### src/rtl/core/mme_pkg.sv
package mme_pkg;

  localparam int MAX_DIM_DEF = 8;
  localparam int DIM_W       = 4;
  localparam int IDX_W       = 3;
  localparam int VALUE_W     = 32;
  localparam int PROD_W      = 2 * VALUE_W;
  localparam int ACC_W       = PROD_W + 4;
  localparam int FRAC_W      = 16;
  localparam int CFG_IDX_W   = 2;

  typedef enum logic [1:0] {
    OP_LOAD_A = 2'd0,
    OP_LOAD_B = 2'd1,
    OP_START  = 2'd2
  } op_t;

  typedef enum logic [1:0] {
    CFG_A_ROWS = 2'd0,
    CFG_A_COLS = 2'd1,
    CFG_B_ROWS = 2'd2,
    CFG_B_COLS = 2'd3
  } cfg_reg_t;

  typedef enum logic [1:0] {
    ST_IDLE,
    ST_RUN,
    ST_DRAIN
  } state_t;

  typedef struct packed {
    logic             wr_a;
    logic             wr_b;
    logic             rd_en;
    logic             first;
    logic             last;
    logic             last_all;
    logic             err;
    logic [IDX_W-1:0] i;
    logic [IDX_W-1:0] j;
    logic [IDX_W-1:0] k;
  } dp_cmd_t;

endpackage

### src/rtl/core/mme_ctrl.sv
module mme_ctrl import mme_pkg::*; #(
  parameter int MAX_DIM = MAX_DIM_DEF
) (
  input  logic                 clk,
  input  logic                 rst_n,
  input  logic                 start,
  input  logic [1:0]           in_operation,
  input  logic                 cfg_we,
  input  logic [CFG_IDX_W-1:0] cfg_index,
  input  logic [DIM_W-1:0]     cfg_data,
  input  logic                 pipe_busy,
  output logic                 busy,
  output dp_cmd_t              cmd
);

  state_t state_r, state_nxt;
  logic [DIM_W-1:0] a_rows_r, a_cols_r, b_rows_r, b_cols_r;
  logic [IDX_W-1:0] i_r, j_r, k_r, i_nxt, j_nxt, k_nxt;
  logic [DIM_W-1:0] ar, ac, br, bc;
  logic             accept;
  logic             k_end, j_end, i_end;

  function automatic logic [DIM_W-1:0] clamp_dim(input logic [DIM_W-1:0] v);
    logic [DIM_W-1:0] r;
    r = v;
    if (v == '0) r = DIM_W'(1);
    else if (v > DIM_W'(MAX_DIM)) r = DIM_W'(MAX_DIM);
    return r;
  endfunction

  always_ff @(posedge clk) begin
    if (!rst_n) begin
      a_rows_r <= DIM_W'(8);
      a_cols_r <= DIM_W'(8);
      b_rows_r <= DIM_W'(8);
      b_cols_r <= DIM_W'(8);
    end else if (cfg_we) begin
      unique case (cfg_reg_t'(cfg_index))
        CFG_A_ROWS: a_rows_r <= cfg_data;
        CFG_A_COLS: a_cols_r <= cfg_data;
        CFG_B_ROWS: b_rows_r <= cfg_data;
        CFG_B_COLS: b_cols_r <= cfg_data;
        default: ;
      endcase
    end
  end

  assign ar = clamp_dim(a_rows_r);
  assign ac = clamp_dim(a_cols_r);
  assign br = clamp_dim(b_rows_r);
  assign bc = clamp_dim(b_cols_r);

  always_ff @(posedge clk) begin
    if (!rst_n) begin
      state_r <= ST_IDLE;
      i_r     <= '0;
      j_r     <= '0;
      k_r     <= '0;
    end else begin
      state_r <= state_nxt;
      i_r     <= i_nxt;
      j_r     <= j_nxt;
      k_r     <= k_nxt;
    end
  end

  assign busy   = (state_r != ST_IDLE);
  assign accept = start && !busy;
  assign k_end  = (DIM_W'(k_r) == ac - DIM_W'(1));
  assign j_end  = (DIM_W'(j_r) == bc - DIM_W'(1));
  assign i_end  = (DIM_W'(i_r) == ar - DIM_W'(1));

  always_comb begin
    state_nxt = state_r;
    i_nxt     = i_r;
    j_nxt     = j_r;
    k_nxt     = k_r;
    cmd       = '0;
    cmd.i     = i_r;
    cmd.j     = j_r;
    cmd.k     = k_r;
    unique case (state_r)
      ST_IDLE: begin
        if (accept) begin
          cmd.wr_a = (in_operation == OP_LOAD_A);
          cmd.wr_b = (in_operation == OP_LOAD_B);
          if (in_operation == OP_START) begin
            if (ac != br) begin
              cmd.err = 1'b1;
            end else begin
              i_nxt     = '0;
              j_nxt     = '0;
              k_nxt     = '0;
              state_nxt = ST_RUN;
            end
          end
        end
      end
      ST_RUN: begin
        // one (i,k)/(k,j) read pair per cycle; the tags ride along the pipe
        cmd.rd_en    = 1'b1;
        cmd.first    = (k_r == '0);
        cmd.last     = k_end;
        cmd.last_all = k_end && j_end && i_end;
        if (!k_end) begin
          k_nxt = k_r + IDX_W'(1);
        end else begin
          k_nxt = '0;
          if (!j_end) begin
            j_nxt = j_r + IDX_W'(1);
          end else begin
            j_nxt = '0;
            if (!i_end) i_nxt = i_r + IDX_W'(1);
            else state_nxt = ST_DRAIN;
          end
        end
      end
      ST_DRAIN: begin
        if (!pipe_busy) state_nxt = ST_IDLE;
      end
      default: state_nxt = ST_IDLE;
    endcase
  end

endmodule

### config.mk
export PLATFORM = sky130hd
export DESIGN_NAME = mme_ctrl
export DESIGN_NICKNAME = d
export VERILOG_FILES = /design/src/rtl/core/mme_pkg.sv /design/src/rtl/core/mme_ctrl.sv
export SDC_FILE = /design/constraint.sdc
export NUM_CORES = 1
export LEC_CHECK = 0
export ABC_AREA = 1
export BUFFER_PORTS_ARGS = -buffer_cell sky130_fd_sc_hd__buf_2
export CORE_UTILIZATION = 30
export DETAILED_ROUTE_END_ITERATION = 8
export GPL_TIMING_DRIVEN = 0
export HOLD_SLACK_MARGIN = 0.08
export PLACE_DENSITY = 0.59
export SLEW_MARGIN = 20
export SYNTH_ARGS = -nofsm -noshare
export SYNTH_HDL_FRONTEND = slang
export SYNTH_SLANG_ARGS = --single-unit
### constraint.sdc
create_clock -name clk -period 1.8 [get_ports clk]
set_input_delay 0.27 -clock clk [delete_from_list [all_inputs] [get_ports clk]]
set_output_delay 0.27 -clock clk [all_outputs]
set_load 0.05 [all_outputs]
==> impl_metrics.json, run 1 <==
{
  "yosysWarnings": 0,
  "synth.ff_latch_count": 27,
  "power.static_leakage_nw": 1.119,
  "critical_path.startpoint_type": "flip-flop",
  "synth.avg_cell_area_sq_um": 6.554,
  "postSynthNetCount": 293,
  "cp_max_stage_delay_ns": 0.39,
  "peakVddDrop_uv": 282.5,
  "worstHoldPathCells": 3,
  "core.rowCount": 27,
  "finalWorstPathRequiredPeriod_ns": 2.185,
  "grt_setup_unrepaired": "true",
  "clock_tree.root_cell": "sky130_fd_sc_hd__clkbuf_8",
  "drv.max_cap_violation_count": 0,
  "antenna_violating_nets_post_route": 0,
  "vias": 1761,
  "prevailing_post_synth_register_cell": "sky130_fd_sc_hd__dfxtp_1",
  "fin_total_pwr_w": 0.001550,
  "synth.cell_area_sq_mm": 0.001789,
  "number_of_design_rule_violations_left_by_the_first_detailed_router_iteration": 51,
  "number_of_antenna_violations_at_the_first_check_in_global_routing": 0,
  "class_of_the_tightest_hold_or_removal_check": "in -> reg",
  "max_freq_mhz": 457.8,
  "clkSlewWorstSetupHoldPaths_ns": 0.10,
  "violations": "negative setup slack",
  "clock_tree.htree_level_count": 1,
  "pin_count": 30,
  "most_common_library_cell_in_the_layout_ignoring_fill_and_taps": "sky130_fd_sc_hd__nand2_1",
  "nets_finish": 336,
  "clock_tree.buffer_depth": 2,
  "drc": 0,
  "insertion_delay_ns": 0.28,
  "synth.distinct_cells": 27,
  "timing.final.max_slew_violations": 0,
  "global_route_wire_length_before_repair_um": 7279,
  "start_util_pct": 31.71,
  "netlist.top_cell.by_area": "sky130_fd_sc_hd__dfxtp_1",
  "ys_async_sr_fraction_pct": 0,
  "post_cts_hold_buffer_count": 0,
  "grt_start_max_net_pins": 17,
  "cp_cell_sequence": "nor2_4 > a21oi_4 > ha_4 > xor2_4 > nand3_4 > nor4_4 > buf_6",
  "fin_hold_ws_ns": 0.2752,
  "critical_path.max_fanout": 5,
  "totalWireLength_um": 4348,
  "number_of_search_and_repair_iterations_in_the_first_detailed_routing_pass": 4,
  "gr-usage-all-layers_pct": 14.68,
  "final_layout_size_suffix_gt1_share_pct": 34.29,
  "tightestPinTransition_ns": 0.6379,
  "synth_enable_flop_cells": 0,
  "final.setup.worst_slack_ns": -0.3845,
  "hold_violations": 0,
  "critical-path-slowest-cell": "sky130_fd_sc_hd__dfxtp_4",
  "setup.reg_to_reg.worst_slack_ns": -0.28,
  "crit_required_ns": 1.53,
  "chipWidth_um": 79.23,
  "hold_start": "cfg_data[3]",
  "netlist_top_cells_area": "sky130_fd_sc_hd__dfxtp_1 (30%), sky130_fd_sc_hd__nand2_1 (14%), sky130_fd_sc_hd__inv_1 (8.2%)",
  "timing.rr.end": "i_r[2]",
  "synthToLayoutAreaGrowth_pct": 35.38,
  "status": "complete, but fails checks",
  "nature_of_the_critical_path_endpoint": "output port",
  "detail_route.wl_per_cell_um": 11.24,
  "antenna_cells_inserted": 0,
  "die_area_sq_mm": 0.006277,
  "powerDensity_mw_per_mm2": 639.8,
  "hold_path_sink": "a_rows_r[3]",
  "synth_cells": 273,
  "critical_path.reg2reg.startpoint": "a_cols_r[3]",
  "synth_sequential_area_ratio_pct": 30.21,
  "die_height_um": 79.23,
  "tritoncts.num_buffers": 3,
  "share_of_the_cycle_needed_by_the_critical_path_after_routing_pct": 121.4,
  "portBuffers": 29,
  "post_dp_cell_area_sq_mm": 0.002071,
  "globalRoute.totalOverflow": 0,
  "core_sq_mm": 0.005642,
  "clock_sink_count": 27,
  "placed_cells": 374,
  "worst_clock_skew_ns": 0.002874,
  "tritoncts": "done",
  "final_area_sq_mm": 0.002422,
  "instances_no_fill": 387,
  "gpl.final_weighted_congestion": 0.8191,
  "synth_top_area_share_pct": 30.21,
  "timing.reg2reg.worst_path_depth": 13,
  "worst-endpoint-arrival_ns": 1.91,
  "final_cell_mix": "sky130_fd_sc_hd__nand2_1 (56), sky130_fd_sc_hd__inv_1 (37), sky130_fd_sc_hd__nor2_1 (33)",
  "post-dp-hpwl_um": 3144,
  "setup_cp_type": "reg -> out",
  "maxSlewHeadroom_pct": 57.15,
  "number_of_global_route_vias_before_repair": 1644,
  "drt-vias-per-instance": 4.550,
  "setup_viol": 11,
  "dp_worst_setup_slack_ns": -0.3081
}
how the worst max path moves through the flow:
stage                      startpoint  endpoint  slack (ns)
after floorplan           a_rows_r[2]   cmd[10]       -0.25
after global placement    b_cols_r[1]   cmd[10]       -0.25
after detailed placement  b_cols_r[1]   cmd[10]       -0.31
after CTS                 a_cols_r[3]   cmd[10]       -0.45
after global routing      b_cols_r[2]   cmd[10]       -0.48
final                     a_cols_r[3]   cmd[10]       -0.38
per-layer routing:
metal	part of all wire, %	GRT usage (%)
met1	48	18.08
met2	47	26.03
met3	2.1	1.839
met4	2.1	5.091
met5	0	0
registers in the layout, summed over array words and instances (netlist names):
signal	cells
k_r	3
i_r	3
b_cols_r	4
j_r	3
a_rows_r	4
a_cols_r	4
b_rows_r	4
state_r	2
through the flow:
stage | TNS, ns | util (%)
final | -2.683 | 42.94
after global routing | -4.428 | 42.94
after CTS | -3.033 | 39.43
after detailed placement | -1.679 | 36.70
after global placement | -1.339 | 36.70
after floorplan | -0.3437 | -
synthesized netlist by cell type (4+ instances only):
master,count
sky130_fd_sc_hd__nand2_1,65
sky130_fd_sc_hd__inv_1,39
sky130_fd_sc_hd__nor2_1,39
sky130_fd_sc_hd__dfxtp_1,27
sky130_fd_sc_hd__nand3_1,18
sky130_fd_sc_hd__o21ai_0,16
sky130_fd_sc_hd__a21oi_1,15
sky130_fd_sc_hd__ha_1,7
sky130_fd_sc_hd__xor2_1,7
sky130_fd_sc_hd__nor3_1,6
sky130_fd_sc_hd__nand2_2,4
worst max-delay path: cells and delay by family (launching register included):
family	cells	cell delay, ns
compound gates	1	0.08
xor+xnor	1	0.16
fa+ha+maj	1	0.29
buf+inv	1	0.20
flops	1	0.39
simple gates	3	0.52
repair_timing:
item,in CTS,in global routing
endpoints found under the setup margin,12,17
gates resized for setup,23,41
setup buffers,3,6
pin swaps,8,12
cells by family after synthesis:
logic type | share of synthesized area [%]
DFF | 30.21
AOI/OAI and AO/OA | 11.33
buffers and inverters | 10.77
adders and majority gates | 4.895
and+or+nand+nor | 37.90
xor gates and xnor gates | 4.895
where the power goes:
group | total [W] | internal, W | leakage [nW] | switching [W]
Combinational | 0.000517 | 0.000176 | 0.872 | 0.000341
Clock | 0.000365 | 0.000157 | 0.0217 | 0.000208
Sequential | 0.000667 | 0.000628 | 0.225 | 0.0000389
Total | 0.00155 | 0.000962 | 1.12 | 0.000587
area by class of cell:
cell class / instances / area (sq um)
buffer: 5 / 30.03
clock buffer: 3 / 41.29
clock inverter: 1 / 7.507
fill: 561 / 3219
inverter: 42 / 172.7
multi-input combinational: 199 / 1276
sequential: 27 / 563.0
tap: 72 / 90.09
timing repair buffer: 38 / 241.5
Power figures use the tool's default switching activity.
==> inputs of run 2 (changes only) <==
--- a/config.mk
+++ b/config.mk
@@ -6,7 +6,9 @@
 export NUM_CORES = 1
 export LEC_CHECK = 0
 export ABC_AREA = 1
+export ABC_CLOCK_PERIOD_IN_PS = 1800
 export BUFFER_PORTS_ARGS = -buffer_cell sky130_fd_sc_hd__buf_2
+export CORE_ASPECT_RATIO = 0.75
 export CORE_UTILIZATION = 30
 export DETAILED_ROUTE_END_ITERATION = 8
 export GPL_TIMING_DRIVEN = 0
==> run 2 against run 1 <==
Compared with the run above:
- the flow still finishes with violations (negative setup slack)
- first-iteration DRC count increased by 57%
- non-clock buffer count unchanged
- largest power group unchanged
- die area about the same
- cell area decreased by 1.3%
==> impl_metrics.json, run 2 (synthesized netlist as in run 1, its figures left out) <==
{
  "final_layout_size_suffix_gt1_share_pct": 33.65,
  "tritoncts": "done",
  "number_of_search_and_repair_iterations_in_the_first_detailed_routing_pass": 5,
  "die_height_um": 68.88,
  "timing.final.max_slew_violations": 0,
  "critical_path.startpoint_type": "flip-flop",
  "critical-path-slowest-cell": "sky130_fd_sc_hd__dfxtp_2",
  "fin_hold_ws_ns": 0.2804,
  "drt-vias-per-instance": 4.556,
  "powerDensity_mw_per_mm2": 639.6,
  "totalWireLength_um": 4329,
  "grt_setup_unrepaired": "true",
  "antenna_cells_inserted": 0,
  "detail_route.wl_per_cell_um": 11.10,
  "dp_worst_setup_slack_ns": -0.2806,
  "critical_path.reg2reg.startpoint": "a_cols_r[0]",
  "portBuffers": 29,
  "vias": 1777,
  "post-dp-hpwl_um": 3229,
  "class_of_the_tightest_hold_or_removal_check": "in -> reg",
  "violations": "negative setup slack",
  "pin_count": 30,
  "clock_tree.root_cell": "sky130_fd_sc_hd__clkbuf_8",
  "power.static_leakage_nw": 1.117,
  "share_of_the_cycle_needed_by_the_critical_path_after_routing_pct": 122.1,
  "finalWorstPathRequiredPeriod_ns": 2.197,
  "drv.max_cap_violation_count": 0,
  "synthToLayoutAreaGrowth_pct": 33.64,
  "die_area_sq_mm": 0.006280,
  "number_of_antenna_violations_at_the_first_check_in_global_routing": 0,
  "crit_required_ns": 1.53,
  "number_of_global_route_vias_before_repair": 1608,
  "maxSlewHeadroom_pct": 57.17,
  "worstSetupStartpoint": "a_rows_r[1]",
  "clkSlewWorstSetupHoldPaths_ns": 0.09,
  "clock_tree.buffer_depth": 2,
  "clock_sink_count": 27,
  "number_of_design_rule_violations_left_by_the_first_detailed_router_iteration": 80,
  "hold_start": "pipe_busy",
  "tritoncts.num_buffers": 3,
  "status": "complete, but fails checks",
  "gpl.final_weighted_congestion": 0.8222,
  "cp_max_stage_delay_ns": 0.35,
  "most_common_library_cell_in_the_layout_ignoring_fill_and_taps": "sky130_fd_sc_hd__nand2_1",
  "tightestPinTransition_ns": 0.6375,
  "gr-usage-all-layers_pct": 14.77,
  "setup_cp_type": "reg -> out",
  "drc": 0,
  "core_sq_mm": 0.005554,
  "worst_clock_skew_ns": 0.003512,
  "cp_cell_sequence": "o21bai_2 > nand2_1 > ha_4 > xor2_2 > nand3_2 > nor4_4 > buf_6",
  "hold_violations": 0,
  "clock_tree.htree_level_count": 1,
  "nets_finish": 336,
  "finalCoreUtilization_pct": 43.05,
  "global_route_wire_length_before_repair_um": 7369,
  "grt_start_max_net_pins": 15,
  "chipWidth_um": 91.18,
  "core.rowCount": 23,
  "worst-endpoint-arrival_ns": 1.93,
  "final.setup.worst_slack_ns": -0.3973,
  "antenna_violating_nets_post_route": 0,
  "critical_path.max_fanout": 4,
  "peakVddDrop_uv": 398.9,
  "post_cts_hold_buffer_count": 0,
  "globalRoute.totalOverflow": 0,
  "final_cell_mix": "sky130_fd_sc_hd__nand2_1 (56), sky130_fd_sc_hd__inv_1 (36), sky130_fd_sc_hd__nor2_1 (34)",
  "nature_of_the_critical_path_endpoint": "output port",
  "start_util_pct": 32.21,
  "max_freq_mhz": 455.1,
  "setup_viol": 10,
  "layout.filler_cells": 561,
  "insertion_delay_ns": 0.27
}
-- run 2: metal layers --
metal | track usage [%] | routed length [um] | up-vias
li1 | - | - | 941
met5 | 0 | 0 | -
met2 | 25.38 | 1966 | 29
met3 | 3.180 | 188 | 2
met4 | 1.190 | 17 | 0
met1 | 20.03 | 2157 | 805
-- run 2: stage by stage --
stage                     TNS, ns  instance area, sq um  cells  total power, W
after floorplan           -0.3437                  1836    273        0.001006
after global placement     -1.593                  2074    377        0.001098
after detailed placement   -1.960                  2074    377        0.001104
after CTS                  -1.577                  2296    387        0.001499
after global routing       -4.142                  2391    390        0.001619
final                      -2.514                  2391    390        0.001529
-- run 2: worst paths after layout --
kind / end / cells after the start / slack [ns]
max: cmd[10] / 7 / -0.40
min: state_r[1] / 3 / 0.28
max reg2reg: i_r[2] / 14 / -0.26
min reg2reg: b_rows_r[0] / 2 / 0.50
-- run 2: layout make-up --
| class | instances | area (sq um) | share of cell area (%) |
|---|---|---|---|
| multi-input combinational | 199 | 1252 | 52.38 |
| clock buffer | 4 | 45.04 | 1.884 |
| buffer | 5 | 33.78 | 1.413 |
| inverter | 42 | 165.2 | 6.907 |
| timing repair buffer | 38 | 245.2 | 10.26 |
| sequential | 27 | 555.5 | 23.23 |
| tap | 75 | 93.84 | 3.925 |
-- run 2: what timing repair did --
| action | 4_1_cts | 5_1_grt |
|---|---|---|
| resized for setup | 33 | 24 |
| pin swaps | 5 | 8 |
| endpoints found under the setup margin | 12 | 14 |
| buffers inserted | 6 | 4 |
| gates cloned | 0 | 0 |
-- run 2: worst max-delay path, delay by kind of cell (launching register included) --
kind	cells	cell delay [ns]
compound gates	1	0.14
flops	1	0.35
xor+xnor	1	0.18
fa+ha+maj	1	0.29
simple gates	3	0.51
buf+inv	1	0.19
-- run 2: power breakdown --
| part | internal, W | total [W] | switching, W |
|---|---|---|---|
| Sequential | 0.000630 | 0.000668 | 0.0000382 |
| Combinational | 0.000178 | 0.000511 | 0.000333 |
| Clock | 0.000159 | 0.000350 | 0.000192 |
==> inputs of run 3 (changes only) <==
--- a/config.mk
+++ b/config.mk
@@ -6,14 +6,14 @@
 export NUM_CORES = 1
 export LEC_CHECK = 0
 export ABC_AREA = 1
-export ABC_CLOCK_PERIOD_IN_PS = 1800
+export ABC_CLOCK_PERIOD_IN_PS = 2600
 export BUFFER_PORTS_ARGS = -buffer_cell sky130_fd_sc_hd__buf_2
 export CORE_ASPECT_RATIO = 0.75
 export CORE_UTILIZATION = 30
 export DETAILED_ROUTE_END_ITERATION = 8
 export GPL_TIMING_DRIVEN = 0
 export HOLD_SLACK_MARGIN = 0.08
-export PLACE_DENSITY = 0.59
+export PLACE_DENSITY = 0.57
 export SLEW_MARGIN = 20
 export SYNTH_ARGS = -nofsm -noshare
 export SYNTH_HDL_FRONTEND = slang
==> constraint.sdc (replaced) <==
create_clock -name clk -period 2.6 [get_ports clk]
set_input_delay 0.39 -clock clk [delete_from_list [all_inputs] [get_ports clk]]
set_output_delay 0.39 -clock clk [all_outputs]
set_load 0.05 [all_outputs]
==> run 3 against run 2 <==
Compared with the run above:
- the flow now finishes without violations
- flip-flop and latch count did not move
- sequential share of layout area rose by 2.5 points
- combinational power fell by 42%
- register-to-register slack improved by 0.93 ns
- cell count fell by 2.3%
- critical endpoint unchanged
- sequential power fell by 31%
==> impl_metrics.json, run 3 (synthesized netlist as in run 1, its figures left out) <==
{
  "timing.critical_path.buf_inv": 1,
  "critical_path.startpoint_type": "flip-flop",
  "insertion_delay_ns": 0.28,
  "path_common_cell": "sky130_fd_sc_hd__nand2_1",
  "drc": 0,
  "antenna_cells_inserted": 0,
  "timing.final.max_slew_violations": 0,
  "core.rowCount": 23,
  "drv.max_cap_violation_count": 0,
  "portBuffers": 29,
  "totalNegativeSetupSlack_ns": 0,
  "number_of_antenna_violations_at_the_first_check_in_global_routing": 0,
  "start_util_pct": 32.21,
  "drt-vias-per-instance": 4.409,
  "synthToLayoutAreaGrowth_pct": 18.11,
  "tritoncts.num_buffers": 3,
  "combinationalPowerShare_pct": 29.5,
  "chipWidth_um": 91.18,
  "max_freq_mhz": 414.6,
  "status": "complete, no violations",
  "pin_count": 30,
  "gr-usage-all-layers_pct": 13.74,
  "hold_violations": 0,
  "power.share.switching_pct": 36.45,
  "peakVddDrop_uv": 198.1,
  "final_cell_mix": "sky130_fd_sc_hd__nand2_1 (65), sky130_fd_sc_hd__inv_1 (39), sky130_fd_sc_hd__nor2_1 (36)",
  "fin_total_pwr_w": 0.0009988,
  "global_route_wire_length_before_repair_um": 6789,
  "grt_start_max_net_pins": 15,
  "worst-endpoint-arrival_ns": 2.02,
  "power.static_leakage_nw": 1.046,
  "clock_tree.buffer_depth": 2,
  "detail_route.wl_per_cell_um": 10.63,
  "cp_max_stage_delay_ns": 0.36,
  "clkSlewWorstSetupHoldPaths_ns": 0.10,
  "setup_cp_type": "reg -> out",
  "vias": 1680,
  "tightestPinTransition_ns": 0.5607,
  "post-dp-hpwl_um": 3224,
  "globalRoute.totalOverflow": 0,
  "maxSlewHeadroom_pct": 62.33,
  "share_of_the_cycle_needed_by_the_critical_path_after_routing_pct": 92.76,
  "gpl.final_weighted_congestion": 0.8145,
  "post_cts_hold_buffer_count": 0,
  "totalWireLength_um": 4049,
  "die_area_sq_mm": 0.006280,
  "class_of_the_tightest_hold_or_removal_check": "in -> reg",
  "clock_power_share_pct": 24.7,
  "internal_power_w": 0.0006348,
  "final_layout_size_suffix_gt1_share_pct": 20.59,
  "p_sw_w": 0.0003641,
  "clock_sink_count": 27,
  "nets_finish": 327,
  "pwr-share-seq_pct": 45.8,
  "critical_path.max_fanout": 5,
  "cp_cell_sequence": "nor2_2 > a21oi_2 > ha_1 > xnor2_1 > nand2_1 > nand2_1 > nand3_4 > nor4_4 > buf_6",
  "tritoncts": "done",
  "clock_tree.htree_level_count": 1,
  "finalWorstPathRequiredPeriod_ns": 2.412,
  "dp_worst_setup_slack_ns": 0.2785,
  "powerDensity_mw_per_mm2": 472.7,
  "fin_hold_ws_ns": 0.3832,
  "worst_clock_skew_ns": 0.009149,
  "number_of_global_route_vias_before_repair": 1529,
  "final.setup.worst_slack_ns": 0.1881,
  "number_of_design_rule_violations_left_by_the_first_detailed_router_iteration": 80,
  "grt_setup_unrepaired": "false",
  "number_of_search_and_repair_iterations_in_the_first_detailed_routing_pass": 4,
  "nature_of_the_critical_path_endpoint": "output port",
  "antenna_violating_nets_post_route": 0,
  "core_sq_mm": 0.005554,
  "critical-path-slowest-cell": "sky130_fd_sc_hd__dfxtp_2",
  "setup_viol": 0,
  "clock_tree.root_cell": "sky130_fd_sc_hd__clkbuf_8",
  "die_height_um": 68.88,
  "cpLargestDelayFamily": "simple AND/OR/NAND/NOR gates",
  "crit_required_ns": 2.21,
  "most_common_library_cell_in_the_layout_ignoring_fill_and_taps": "sky130_fd_sc_hd__nand2_1",
  "post_cts_buffers": 0
}
==> run 3: worst paths after layout <==
| kind | from | end | slack, ns | cells after the start |
|---|---|---|---|---|
| setup / recovery | a_cols_r[3] | cmd[10] | 0.19 | 9 |
| setup reg to reg | b_cols_r[1] | i_r[0] | 0.67 | 15 |
| hold reg to reg | b_cols_r[0] | b_cols_r[0] | 0.49 | 2 |
| hold / removal | cfg_data[3] | a_rows_r[3] | 0.38 | 3 |
==> run 3: per-layer routing <==
metal  share of wire, %  global-route usage, %  vias up
li1                   -                      -      920
met1                 53                  18.42      730
met2                 42                  22.82       26
met3                4.5                  3.180        4
met4               0.64                  2.976        0
met5                  0                      0        -
==> run 3: timing repair <==
action	in CTS	in global routing
pin swaps	0	3
gates resized for setup	1	10
hold endpoints to repair	0	0
gates cloned	0	0
endpoints found under the setup margin	1	2
==> run 3: area by class of cell <==
cell class	count	area [sq um]
Timing Repair Buffer	29	151.4
Fill cell	598	3441
Buffer	5	30.03
Sequential cell	27	543.0
Multi-Input combinational cell	199	1087
Clock buffer	4	45.04
Inverter	42	162.7
Tap cell	75	93.84
==> run 3: per-stage QoR <==
| step | std cells | utilization, % | cell area, sq um |
|---|---|---|---|
| after global routing | 381 | 38.05 | 2113 |
| after global placement | 377 | 36.63 | 2034 |
| after detailed placement | 377 | 36.63 | 2034 |
| after floorplan | 273 | - | 1795 |
| after CTS | 381 | 37.49 | 2082 |
| final | 381 | 38.05 | 2113 |
==> run 3: power by group through the flow <==
stage          Clock (W)  Combinational [W]  Sequential, W
2_1_floorplan          0           0.000209       0.000483
3_3_place_gp           0           0.000289       0.000466
3_5_place_dp           0           0.000292       0.000466
4_1_cts         0.000253           0.000293       0.000457
5_1_grt         0.000271           0.000327       0.000461
6_report        0.000247           0.000294       0.000458
==> run 3: worst min-delay path: cells and delay by family <==
| kind | cells | cell delay, ns |
|---|---|---|
| buffers and inverters | 1 | 0.12 |
| and+or+nand+nor | 1 | 0.06 |
| AOI/OAI and AO/OA | 1 | 0.06 |
